[src/rtl/cppm_pkg.sv]
// Shared types, constants and event codes for the CPPM channel decoder.
// No dependencies; imported by every module of the decoder.
`timescale 1ns / 1ps

package cppm_pkg;

  // Sizing
  localparam int MAX_CHANNELS = 16;
  localparam int WIDTH_BITS   = 16;
  localparam int CH_IDX_W     = $clog2(MAX_CHANNELS);
  localparam int CNT_W        = $clog2(MAX_CHANNELS + 1);
  localparam int AGE_W        = 24;
  localparam int CFG_IDX_W    = 3;
  localparam int CFG_DATA_W   = 24;

  localparam logic [WIDTH_BITS-1:0] GAP_MAX = {WIDTH_BITS{1'b1}};
  localparam logic [AGE_W-1:0]      AGE_MAX = {AGE_W{1'b1}};
  localparam logic [CNT_W-1:0]      CH_LIMIT = CNT_W'(MAX_CHANNELS);

  // Register reset values
  localparam logic [CNT_W-1:0]      RST_CHANNEL_COUNT  = CNT_W'(8);
  localparam logic [WIDTH_BITS-1:0] RST_MIN_WIDTH      = WIDTH_BITS'(1000);
  localparam logic [WIDTH_BITS-1:0] RST_MAX_WIDTH      = WIDTH_BITS'(2000);
  localparam logic [WIDTH_BITS-1:0] RST_DEFAULT_WIDTH  = WIDTH_BITS'(1500);
  localparam logic [WIDTH_BITS-1:0] RST_SYNC_THRESHOLD = WIDTH_BITS'(3000);
  localparam logic [AGE_W-1:0]      RST_TIMEOUT_TICKS  = AGE_W'(100000);

  // Register indexes
  localparam logic [CFG_IDX_W-1:0] REG_CHANNEL_COUNT  = 3'd0;
  localparam logic [CFG_IDX_W-1:0] REG_MIN_WIDTH      = 3'd1;
  localparam logic [CFG_IDX_W-1:0] REG_MAX_WIDTH      = 3'd2;
  localparam logic [CFG_IDX_W-1:0] REG_DEFAULT_WIDTH  = 3'd3;
  localparam logic [CFG_IDX_W-1:0] REG_SYNC_THRESHOLD = 3'd4;
  localparam logic [CFG_IDX_W-1:0] REG_TIMEOUT_TICKS  = 3'd5;

  // Item kinds
  localparam logic KIND_TICK = 1'b0;
  localparam logic KIND_READ = 1'b1;

  // Event codes
  localparam logic [1:0] EV_NONE    = 2'd0;
  localparam logic [1:0] EV_STORED  = 2'd1;
  localparam logic [1:0] EV_SYNC    = 2'd2;
  localparam logic [1:0] EV_IGNORED = 2'd3;

  typedef struct packed {
    logic [CNT_W-1:0]      channel_count;
    logic [WIDTH_BITS-1:0] min_width;
    logic [WIDTH_BITS-1:0] max_width;
    logic [WIDTH_BITS-1:0] default_width;
    logic [WIDTH_BITS-1:0] sync_threshold;
    logic [AGE_W-1:0]      timeout_ticks;
  } cfg_regs_t;

  typedef struct packed {
    logic                  en;
    logic [WIDTH_BITS-1:0] value;
  } fill_t;

  typedef struct packed {
    logic                kind;
    logic                pin_level;
    logic [CH_IDX_W-1:0] read_channel;
  } item_t;

  typedef struct packed {
    logic [1:0]            event_res;
    logic [CH_IDX_W-1:0]   event_channel;
    logic [WIDTH_BITS-1:0] event_width;
    logic [WIDTH_BITS-1:0] read_value;
    logic                  receiving;
    logic [AGE_W-1:0]      frame_age;
  } result_t;

endpackage

[src/rtl/cppm_cfg_regs.sv]
// Configuration register file of the CPPM decoder.
// Depends on cppm_pkg; issues a store refill strobe when default_width is written.
`timescale 1ns / 1ps

module cppm_cfg_regs (
  input  logic                           clk,
  input  logic                           rst_n,
  input  logic                           cfg_valid,
  output logic                           cfg_ready,
  input  logic [cppm_pkg::CFG_IDX_W-1:0] cfg_index,
  input  logic [cppm_pkg::CFG_DATA_W-1:0] cfg_data,
  output cppm_pkg::cfg_regs_t            regs,
  output cppm_pkg::fill_t                fill
);
  import cppm_pkg::*;

  cfg_regs_t regs_r, regs_nxt;
  logic      wr_en;

  // Writes are always taken
  assign cfg_ready = 1'b1;
  assign wr_en     = cfg_valid & cfg_ready;

  // Address decode
  always_comb begin
    regs_nxt = regs_r;
    if (wr_en) begin
      unique case (cfg_index)
        REG_CHANNEL_COUNT:  regs_nxt.channel_count  = cfg_data[CNT_W-1:0];
        REG_MIN_WIDTH:      regs_nxt.min_width      = cfg_data[WIDTH_BITS-1:0];
        REG_MAX_WIDTH:      regs_nxt.max_width      = cfg_data[WIDTH_BITS-1:0];
        REG_DEFAULT_WIDTH:  regs_nxt.default_width  = cfg_data[WIDTH_BITS-1:0];
        REG_SYNC_THRESHOLD: regs_nxt.sync_threshold = cfg_data[WIDTH_BITS-1:0];
        REG_TIMEOUT_TICKS:  regs_nxt.timeout_ticks  = cfg_data[AGE_W-1:0];
        default:            regs_nxt = regs_r;
      endcase
    end
  end

  always_ff @(posedge clk) begin
    if (!rst_n) begin
      regs_r.channel_count  <= RST_CHANNEL_COUNT;
      regs_r.min_width      <= RST_MIN_WIDTH;
      regs_r.max_width      <= RST_MAX_WIDTH;
      regs_r.default_width  <= RST_DEFAULT_WIDTH;
      regs_r.sync_threshold <= RST_SYNC_THRESHOLD;
      regs_r.timeout_ticks  <= RST_TIMEOUT_TICKS;
    end else begin
      regs_r <= regs_nxt;
    end
  end

  assign regs = regs_r;

  // Refill strobe goes out in the same cycle as the write
  assign fill.en    = wr_en && (cfg_index == REG_DEFAULT_WIDTH);
  assign fill.value = cfg_data[WIDTH_BITS-1:0];

endmodule

[src/rtl/cppm_core.sv]
// Decode state (gap/age counters, channel index, channel store) and the
// per-item next-state and result logic. Depends on cppm_pkg.
`timescale 1ns / 1ps

module cppm_core (
  input  logic                clk,
  input  logic                rst_n,
  input  logic                step_en,
  input  cppm_pkg::item_t     item,
  input  cppm_pkg::cfg_regs_t regs,
  input  cppm_pkg::fill_t     fill,
  output cppm_pkg::result_t   res
);
  import cppm_pkg::*;

  logic [WIDTH_BITS-1:0] gap_r, gap_nxt;
  logic                  last_r, last_nxt;
  logic [CNT_W-1:0]      idx_r, idx_nxt;
  logic [AGE_W-1:0]      age_r, age_nxt;
  logic                  recv_r, recv_nxt;
  logic [WIDTH_BITS-1:0] store_r [MAX_CHANNELS];

  logic [CNT_W-1:0]      active_n;
  logic [WIDTH_BITS-1:0] gap_inc;
  logic [WIDTH_BITS-1:0] clamped;
  logic                  wr_en;

  // Channel count with zero acting as one and large values as the limit
  always_comb begin
    if (regs.channel_count == '0) begin
      active_n = CNT_W'(1);
    end else if (regs.channel_count > CH_LIMIT) begin
      active_n = CH_LIMIT;
    end else begin
      active_n = regs.channel_count;
    end
  end

  // Saturating gap and clamp of the measured pulse width
  assign gap_inc = (gap_r == GAP_MAX) ? GAP_MAX : gap_r + 1'b1;

  always_comb begin
    if (gap_inc < regs.min_width) begin
      clamped = regs.min_width;
    end else if (gap_inc > regs.max_width) begin
      clamped = regs.max_width;
    end else begin
      clamped = gap_inc;
    end
  end

  // Next state and result for one item
  always_comb begin
    gap_nxt  = gap_r;
    last_nxt = last_r;
    idx_nxt  = idx_r;
    age_nxt  = age_r;
    recv_nxt = recv_r;
    wr_en    = 1'b0;
    res      = '0;

    if (item.kind == KIND_READ) begin
      if ({1'b0, item.read_channel} < active_n) begin
        res.read_value = store_r[item.read_channel];
      end else begin
        res.read_value = regs.default_width;
      end
    end else begin
      gap_nxt = gap_inc;
      age_nxt = (age_r == AGE_MAX) ? AGE_MAX : age_r + 1'b1;
      // falling edge closes a gap
      if (last_r && !item.pin_level) begin
        gap_nxt = '0;
        if (gap_inc > regs.sync_threshold) begin
          age_nxt       = '0;
          idx_nxt       = '0;
          recv_nxt      = 1'b1;
          res.event_res = EV_SYNC;
        end else begin
          if (idx_r < active_n) begin
            wr_en             = 1'b1;
            res.event_res     = EV_STORED;
            res.event_channel = idx_r[CH_IDX_W-1:0];
            res.event_width   = clamped;
          end else begin
            res.event_res = EV_IGNORED;
          end
          if (idx_r < CH_LIMIT) begin
            idx_nxt = idx_r + 1'b1;
          end
        end
      end
      last_nxt = item.pin_level;
      if (age_nxt > regs.timeout_ticks) begin
        recv_nxt = 1'b0;
      end
    end

    res.receiving = recv_nxt;
    res.frame_age = age_nxt;
  end

  // Counters and flags
  always_ff @(posedge clk) begin
    if (!rst_n) begin
      gap_r  <= '0;
      last_r <= 1'b1;
      idx_r  <= '0;
      age_r  <= '0;
      recv_r <= 1'b0;
    end else if (step_en) begin
      gap_r  <= gap_nxt;
      last_r <= last_nxt;
      idx_r  <= idx_nxt;
      age_r  <= age_nxt;
      recv_r <= recv_nxt;
    end
  end

  // Channel store: refill on default_width write, else one entry per stored pulse
  always_ff @(posedge clk) begin
    if (!rst_n) begin
      for (int i = 0; i < MAX_CHANNELS; i++) begin
        store_r[i] <= RST_DEFAULT_WIDTH;
      end
    end else if (fill.en) begin
      for (int i = 0; i < MAX_CHANNELS; i++) begin
        store_r[i] <= fill.value;
      end
    end else if (step_en && wr_en) begin
      store_r[idx_r[CH_IDX_W-1:0]] <= clamped;
    end
  end

endmodule

[src/rtl/cppm_channel_decoder.sv]
// CPPM channel decoder: one result per item; each item passes the input register, then
// the result register, before out_valid rises; one transaction per cycle unless the output stalls.
// in_ready stays high while the input register is empty or its item moves on; a
// result waiting at the output holds the item behind it, and then in_ready drops.
// Reset (rst_n low, synchronous) empties both stages, loads register defaults
// and fills every channel entry with the default width in the same cycle.
`timescale 1ns / 1ps

module cppm_channel_decoder (
  input  logic                              clk,
  input  logic                              rst_n,
  input  logic                              in_valid,
  output logic                              in_ready,
  input  logic                              in_kind,
  input  logic                              in_pin_level,
  input  logic [cppm_pkg::CH_IDX_W-1:0]     in_read_channel,
  output logic                              out_valid,
  input  logic                              out_ready,
  output logic [1:0]                        out_event_res,
  output logic [cppm_pkg::CH_IDX_W-1:0]     out_event_channel,
  output logic [cppm_pkg::WIDTH_BITS-1:0]   out_event_width,
  output logic [cppm_pkg::WIDTH_BITS-1:0]   out_read_value,
  output logic                              out_receiving,
  output logic [cppm_pkg::AGE_W-1:0]        out_frame_age,
  input  logic                              cfg_valid,
  output logic                              cfg_ready,
  input  logic [cppm_pkg::CFG_IDX_W-1:0]    cfg_index,
  input  logic [cppm_pkg::CFG_DATA_W-1:0]   cfg_data
);
  import cppm_pkg::*;

  cfg_regs_t regs;
  fill_t     fill;
  item_t     item_r;
  result_t   res, res_r;
  logic      in_vld_r, in_vld_nxt;
  logic      out_vld_r, out_vld_nxt;
  logic      out_adv;
  logic      step_en;

  cppm_cfg_regs u_cfg (
    .clk       (clk),
    .rst_n     (rst_n),
    .cfg_valid (cfg_valid),
    .cfg_ready (cfg_ready),
    .cfg_index (cfg_index),
    .cfg_data  (cfg_data),
    .regs      (regs),
    .fill      (fill)
  );

  cppm_core u_core (
    .clk     (clk),
    .rst_n   (rst_n),
    .step_en (step_en),
    .item    (item_r),
    .regs    (regs),
    .fill    (fill),
    .res     (res)
  );

  // Pipeline flow control
  assign out_adv  = !out_vld_r || out_ready;
  assign step_en  = in_vld_r && out_adv;
  assign in_ready = !in_vld_r || out_adv;

  always_comb begin
    in_vld_nxt = in_vld_r;
    if (in_valid && in_ready) begin
      in_vld_nxt = 1'b1;
    end else if (step_en) begin
      in_vld_nxt = 1'b0;
    end
    out_vld_nxt = out_adv ? step_en : out_vld_r;
  end

  always_ff @(posedge clk) begin
    if (!rst_n) begin
      in_vld_r  <= 1'b0;
      out_vld_r <= 1'b0;
    end else begin
      in_vld_r  <= in_vld_nxt;
      out_vld_r <= out_vld_nxt;
    end
  end

  // Input register
  always_ff @(posedge clk) begin
    if (in_valid && in_ready) begin
      item_r.kind         <= in_kind;
      item_r.pin_level    <= in_pin_level;
      item_r.read_channel <= in_read_channel;
    end
  end

  // Result register
  always_ff @(posedge clk) begin
    if (step_en) begin
      res_r <= res;
    end
  end

  assign out_valid         = out_vld_r;
  assign out_event_res     = res_r.event_res;
  assign out_event_channel = res_r.event_channel;
  assign out_event_width   = res_r.event_width;
  assign out_read_value    = res_r.read_value;
  assign out_receiving     = res_r.receiving;
  assign out_frame_age     = res_r.frame_age;

endmodule

[config.mk]
export PLATFORM = sky130hd
export DESIGN_NAME = cppm_channel_decoder
export DESIGN_NICKNAME = d
export VERILOG_FILES = /design/src/rtl/cppm_pkg.sv /design/src/rtl/cppm_cfg_regs.sv /design/src/rtl/cppm_core.sv /design/src/rtl/cppm_channel_decoder.sv
export SDC_FILE = /design/constraint.sdc
export NUM_CORES = 1
export LEC_CHECK = 0
export BUFFER_PORTS_ARGS = -buffer_cell sky130_fd_sc_hd__buf_2
export CAP_MARGIN = 15
export CORE_MARGIN = 3
export CORE_UTILIZATION = 50
export CTS_CLUSTER_SIZE = 10
export DETAILED_ROUTE_END_ITERATION = 10
export GPL_TIMING_DRIVEN = 0
export PLACE_DENSITY_LB_ADDON = 0.3
export SYNTH_ARGS = -nofsm -noshare
export SYNTH_HDL_FRONTEND = slang
export SYNTH_SLANG_ARGS = --single-unit
[constraint.sdc]
create_clock -name clk -period 5.8 [get_ports clk]
set_clock_uncertainty 0.15 [all_clocks]
set_input_delay 1.16 -clock clk [delete_from_list [all_inputs] [get_ports clk]]
set_output_delay 1.16 -clock clk [all_outputs]
set_load 0.03 [all_outputs]
* Word-level counts from Yosys, hierarchy flattened
Memory sizes are Yosys's and may differ from the RTL's. A register that Yosys moved wholly into a read port is not among the register bits.
Cells that the tools add are included.
** Storage, ports and cells
- Register bits after elaboration :: 211
- Memory bits (writable) :: 256
- Bits of input ports :: 38
- Memories :: 1
** Cells by class
- Add/subtract/negate cells :: 3
- Magnitude comparators :: 8
- Equal/unequal tests :: 7
- Multiplexer cells :: 54
- Bitwise operators :: 19
- Reduce and logical (&&, ||, !) cells :: 26
** Memories
- u_core.store_r :: depth 16, width 16, read ports 1, clocked after memory_dff 1, wr ports 16, line cppm_core.sv:21 : logic [WIDTH_BITS-1:0] store_r [MAX_CHANNELS];
** Operators with widths (number)
- two-way mux 16 bit :: 22
- two-way mux 24 bit :: 5
- greater-than comparator 16 bit :: 2
- adder 24 x 1 -> 24 bit, second input constant :: 1
- equality test 24 bit, second input constant :: 1
- greater-than comparator 24 bit :: 1
- two-way mux 5 bit :: 4
- two-way mux 1 bit :: 19
- adder 16 x 1 -> 16 bit, second input constant :: 1
- equality test 16 bit, second input constant :: 1
- < comparator 16 bit :: 1
- bitwise OR 1 bit :: 16
- OR reduction 16 bit :: 1
- AND reduction 2 bit :: 7
- two-way mux 4 bit :: 2
- equality test 3 x 2 -> 1 bit, second input constant :: 2
- equality test 3 bit, second input constant :: 2
- adder 5 x 1 -> 5 bit, second input constant :: 1
- greater-than comparator 5 bit, second input constant :: 1
- logical AND 1 bit :: 5
- zero test 5 bit :: 1
- < comparator 4 x 5 -> 1 bit :: 1
- < comparator 5 bit :: 1
- < comparator 5 bit, second input constant :: 1
- other kinds (11) :: 18

* Depth between registers and ports, before layout
- Depth after elaboration :: 15
- Gate-level depth with buffers :: 23
- Depth with buffers taken out :: 22

* Cells and area by module
Synthesis repeated with hierarchy kept, for this count alone.
** Second synthesis, totals
- Cells, all modules :: 2015
- Area, all modules :: 23950.5 um^2
** Modules (own cells, without submodules)
- cppm_core :: instances 1, cells an instance 1570, area each 18009.8 um^2
- cppm_cfg_regs :: instances 1, cells an instance 367, area each 3764.9 um^2
- cppm_channel_decoder :: instances 1, cells an instance 78, area each 2175.8 um^2

* Least setup slack after synthesis
No wires, ideal clock.
- Kind :: register to register
- From :: register u_core.gap_r[0]
- To :: register res_r, in the netlist out_receiving, data pin
- Setup time :: 0.130 ns
- Data arrival time :: 4.645 ns
- Slack :: 0.875 ns
- Cell stages (with the launch flop) :: 24
- Clock period less this slack :: 4.925 ns
- Path through :: dfxtp_1 ha_1 and2_1 nand3_1 or2_1 buf_2 nand2_1 ha_1 a21o_1 a2111oi_2 nor4_1 o41a_1 nand2_1 clkbuf_1 o21ai_0 inv_1 ha_1 a21o_1 a21o_1 a211oi_1 o21bai_1 a21o_1 o21ai_0 o22a_1
** RTL lines
- start: declaration :: line cppm_core.sv:16 : logic [WIDTH_BITS-1:0] gap_r, gap_nxt;
- start signal: assignment :: line cppm_core.sv:112 : gap_r <= gap_nxt;
- end signal: assignment :: line cppm_channel_decoder.sv:99 : res_r <= res;
- end: declaration :: line cppm_channel_decoder.sv:35 : result_t res, res_r;

==> results.toml <==
[floorplanning]
rows = 79
dieArea_um2 = 50000
num_io_pins = 104
dieHeight_um = 224
die-width_um = 224
start_util = 0.508
core_area_um2 = 46700

[critical_path]
timing.rr.end = "u_core.store_r[12][13]$_DFFE_PP_"
ff2ff_path_depth = 15
arrival_ps = 5650
worstPathRequired_ps = 5870
reg2reg_from = "u_core.gap_r[4]$_SDFFE_PN0P_"
path_class = "reg -> reg"
critPathMaxFanout = 16
ff2ff_setup_slack_ps = 210
startpoint = "u_core.gap_r[4]$_SDFFE_PN0P_"
crit_path_end_kind = "flop"
worstSetupStartpointType = "flop"

[cells_and_area]
stdcell_count = 2910
diodes = 0
drive_gt1_frac = 0.158
syn2layout_area_growth_pct = 12.6
nNetsFinal = 2385
seq_area_um2 = 12700
n_fill_cell = 3918
multi_input_area_um2 = 9980

[routing]
wl_per_cell_um = 22.5
top_layer = "met5"
postRouteAntennaNets = 0
vias = 17554
wl_met3_um = 5000
route.detailed.drc = 0
first_pass_iters = 6
drt_iter0_drc = 1904
wl_met1_um = 25600
dr_wl_met2_um = 32200
routed_via_density = 6.03
wl_um = 65500

[placed_design]
dpl.hpwl_um = 49300
dpl_worst_slack_ps = -339
gp_congestion = 0.948
portBuffers = 100
dp.cells = 2810

[global_route]
antenna_found_initial = 2
grt-ovfl-total = 0
grt_pass1_wl_um = 100000
grt_max_degree = 65
grt_pass1_vias = 17415
grt_usage = 0.260

[job]
max-cap-violations = 0

[synth]
synth_edf_count = 325
yosysSeqAreaShare = 0.535
syn-cell-area_um2 = 23700
synth_area_leaders = "edfxtp_1 (41%), dfxtp_1 (12%), mux4_2 (7.6%)"
synth_common_cells = "edfxtp_1 (325), nand2_1 (231), a21oi_1 (158)"
ys_types = 66
synth-seq-cells = 471
synth_nets = 2224
synth_cells = 2102
synth.most_common_cell = "edfxtp_1"
ys.flop_type = "edfxtp_1"
synth_top_area_frac = 0.412
yosysTopAreaCell = "edfxtp_1"
yosys_warnings = 0
avgSynthCellArea_um2 = 11.3
synthArstFlopShare = 0

[pwr]
power.static_leakage_uw = 0.00983
ir_worst_vdd_uv = 274
power_density_nw_per_um2 = 289

[run_status]
run_status = "finished clean"

[worst_hold_path]
min_to = "u_cfg.regs[40]$_SDFFE_PN0P_"
hold_depth = 2
min_path_type = "reg -> reg"
hold_start = "u_cfg.regs[40]$_SDFFE_PN0P_"

[clocking]
cts_max_path_buffers = 3
cts.sink_count = 471
clk_pin_slew_ps = 60
numCtsBuffers = 54
hold_buffers = 0
cts-root-buf = "clkbuf_16"
clk_latency_ps = 600
h-tree-depth = 2
cts_tree = "yes"

[timing]
timing.fmax_ghz = 0.179
relSlewSlack = 0.163
period_needed_ps = 5590
period_share = 0.963
worst_slack_ps = 212
hold_viol_final = 0
final-setup-viol-count = 0
slew_viol_final = 0
worst_pin_slew_ps = 1220
-- area by class of cell --
type | count | share of cell area
Buffer | 146 | 0.0260
Clock buffer | 91 | 0.0567
Clock inverter | 5 | 0.00286
Inverter | 107 | 0.0152
Multi-Input combinational cell | 1378 | 0.374
Sequential cell | 471 | 0.476
Tap cell | 607 | 0.0285
Timing Repair Buffer | 105 | 0.0209
-- report_power, final --
group / internal (uW) / switching [uW] / leakage, uW
Combinational: 268 / 451 / 0.00478
Clock: 1800 / 1330 / 0.000757
Sequential: 3780 / 57.0 / 0.00430
-- metal layers --
layer	GRT usage	vias to the layer above
met5	0	-
met4	0.106	2
met1	0.334	8604
met2	0.447	782
li1	-	8007
met3	0.0377	159
-- metrics by stage --
stage | hold WS (ps) | util | power [uW] | instance area, um^2 | TNS, ps
floorplan | 272 | - | 4360 | 23700 | 0
global placement | 280 | 0.535 | 4590 | 25000 | -612
detailed placement | 284 | 0.535 | 4620 | 25000 | -777
CTS | 294 | 0.570 | 7730 | 26600 | 0
global route | 314 | 0.572 | 7950 | 26700 | -38.8
finish | 296 | 0.572 | 7700 | 26700 | 0
-- placed cells by master, fill, tap and decap left out, types with 6 or more instances in the layout --
cell,instances
inv_1,105
o21ai_0,127
xor2_1,16
or3_1,8
mux2i_1,72
mux4_2,80
nand2b_1,18
xnor2_1,9
a21o_1,16
buf_4,14
clkbuf_16,55
buf_6,8
mux2_2,17
buf_1,21
a21boi_0,49
and3_1,24
and2_1,13
and4_1,10
nor2b_1,53
nand4_1,19
nand2_1,223
clkbuf_1,110
buf_2,130
nor2_1,127
a211oi_1,10
ha_1,84
dfxtp_1,144
o21ai_1,43
nand3_4,10
edfxtp_1,325
a21oi_1,158
a22oi_1,13
nand2_2,7
o211ai_1,29
nor3_2,6
nor3_1,18
nand3_1,54
-- state kept, by name, summed over array words and instances, names as in the netlist, named ones only --
name               count
u_core.store_r       256
out_frame_age         24
u_core.last_r          1
in_vld_r               1
u_core.recv_r          1
item_r                 6
out_valid              1
u_core.gap_r          16
u_core.age_r          24
out_event_width       16
out_read_value        16
u_cfg.regs            93
out_event_channel      4
u_core.idx_r           5
out_event_res          2
out_receiving          1
-- worst max-delay path, cell delays in order, from the launching register on --
cell and delay (ps):
dfxtp_1 410, and4_1 210, buf_2 170, nand3_2 160, or2_1 290, clkbuf_4 230
nand2_4 130, ha_1 260, a21o_1 180, a2111oi_2 360, nor4_1 110, o41a_2 520
buf_4 190, clkbuf_1 290, nor3_2 770, nand2b_1 760
-- repair_timing --
item                                   in CTS  in global routing
endpoints found under the hold margin       0                  0
pin swaps                                   1                  1
resized for setup                           5                 24
buffers inserted                            1                  1
setup endpoints to repair                  34                258
-- kinds of logic (layout without fill, tap and decap cells) --
family / after synthesis / in the layout / share of synthesized area
AOI/OAI and AO/OA: 481 / 481 / 0.120
DFF: 471 / 471 / 0.535
muxes: 172 / 172 / 0.116
buffers and inverters: 253 / 454 / 0.0459
other: 1 / 1 / 0.000158
xor gates and xnor gates: 25 / 25 / 0.00924
adders and majority gates: 84 / 84 / 0.0444
and+or+nand+nor: 615 / 615 / 0.129
-- how the worst max path moves through the flow --
| stage | slack, ps | endpoint | depth (start not counted) |
|---|---|---|---|
| after floorplan | 880 | out_receiving$_DFFE_PP_ | 23 |
| after global placement | -360 | out_receiving$_DFFE_PP_ | 23 |
| after detailed placement | -340 | out_receiving$_DFFE_PP_ | 23 |
| after CTS | 9 | u_core.store_r[11][15]$_DFFE_PP_ | 15 |
| after global routing | -40 | out_receiving$_DFFE_PP_ | 23 |
| final | 210 | u_core.store_r[12][13]$_DFFE_PP_ | 15 |
Power figures use the tool's default switching activity.
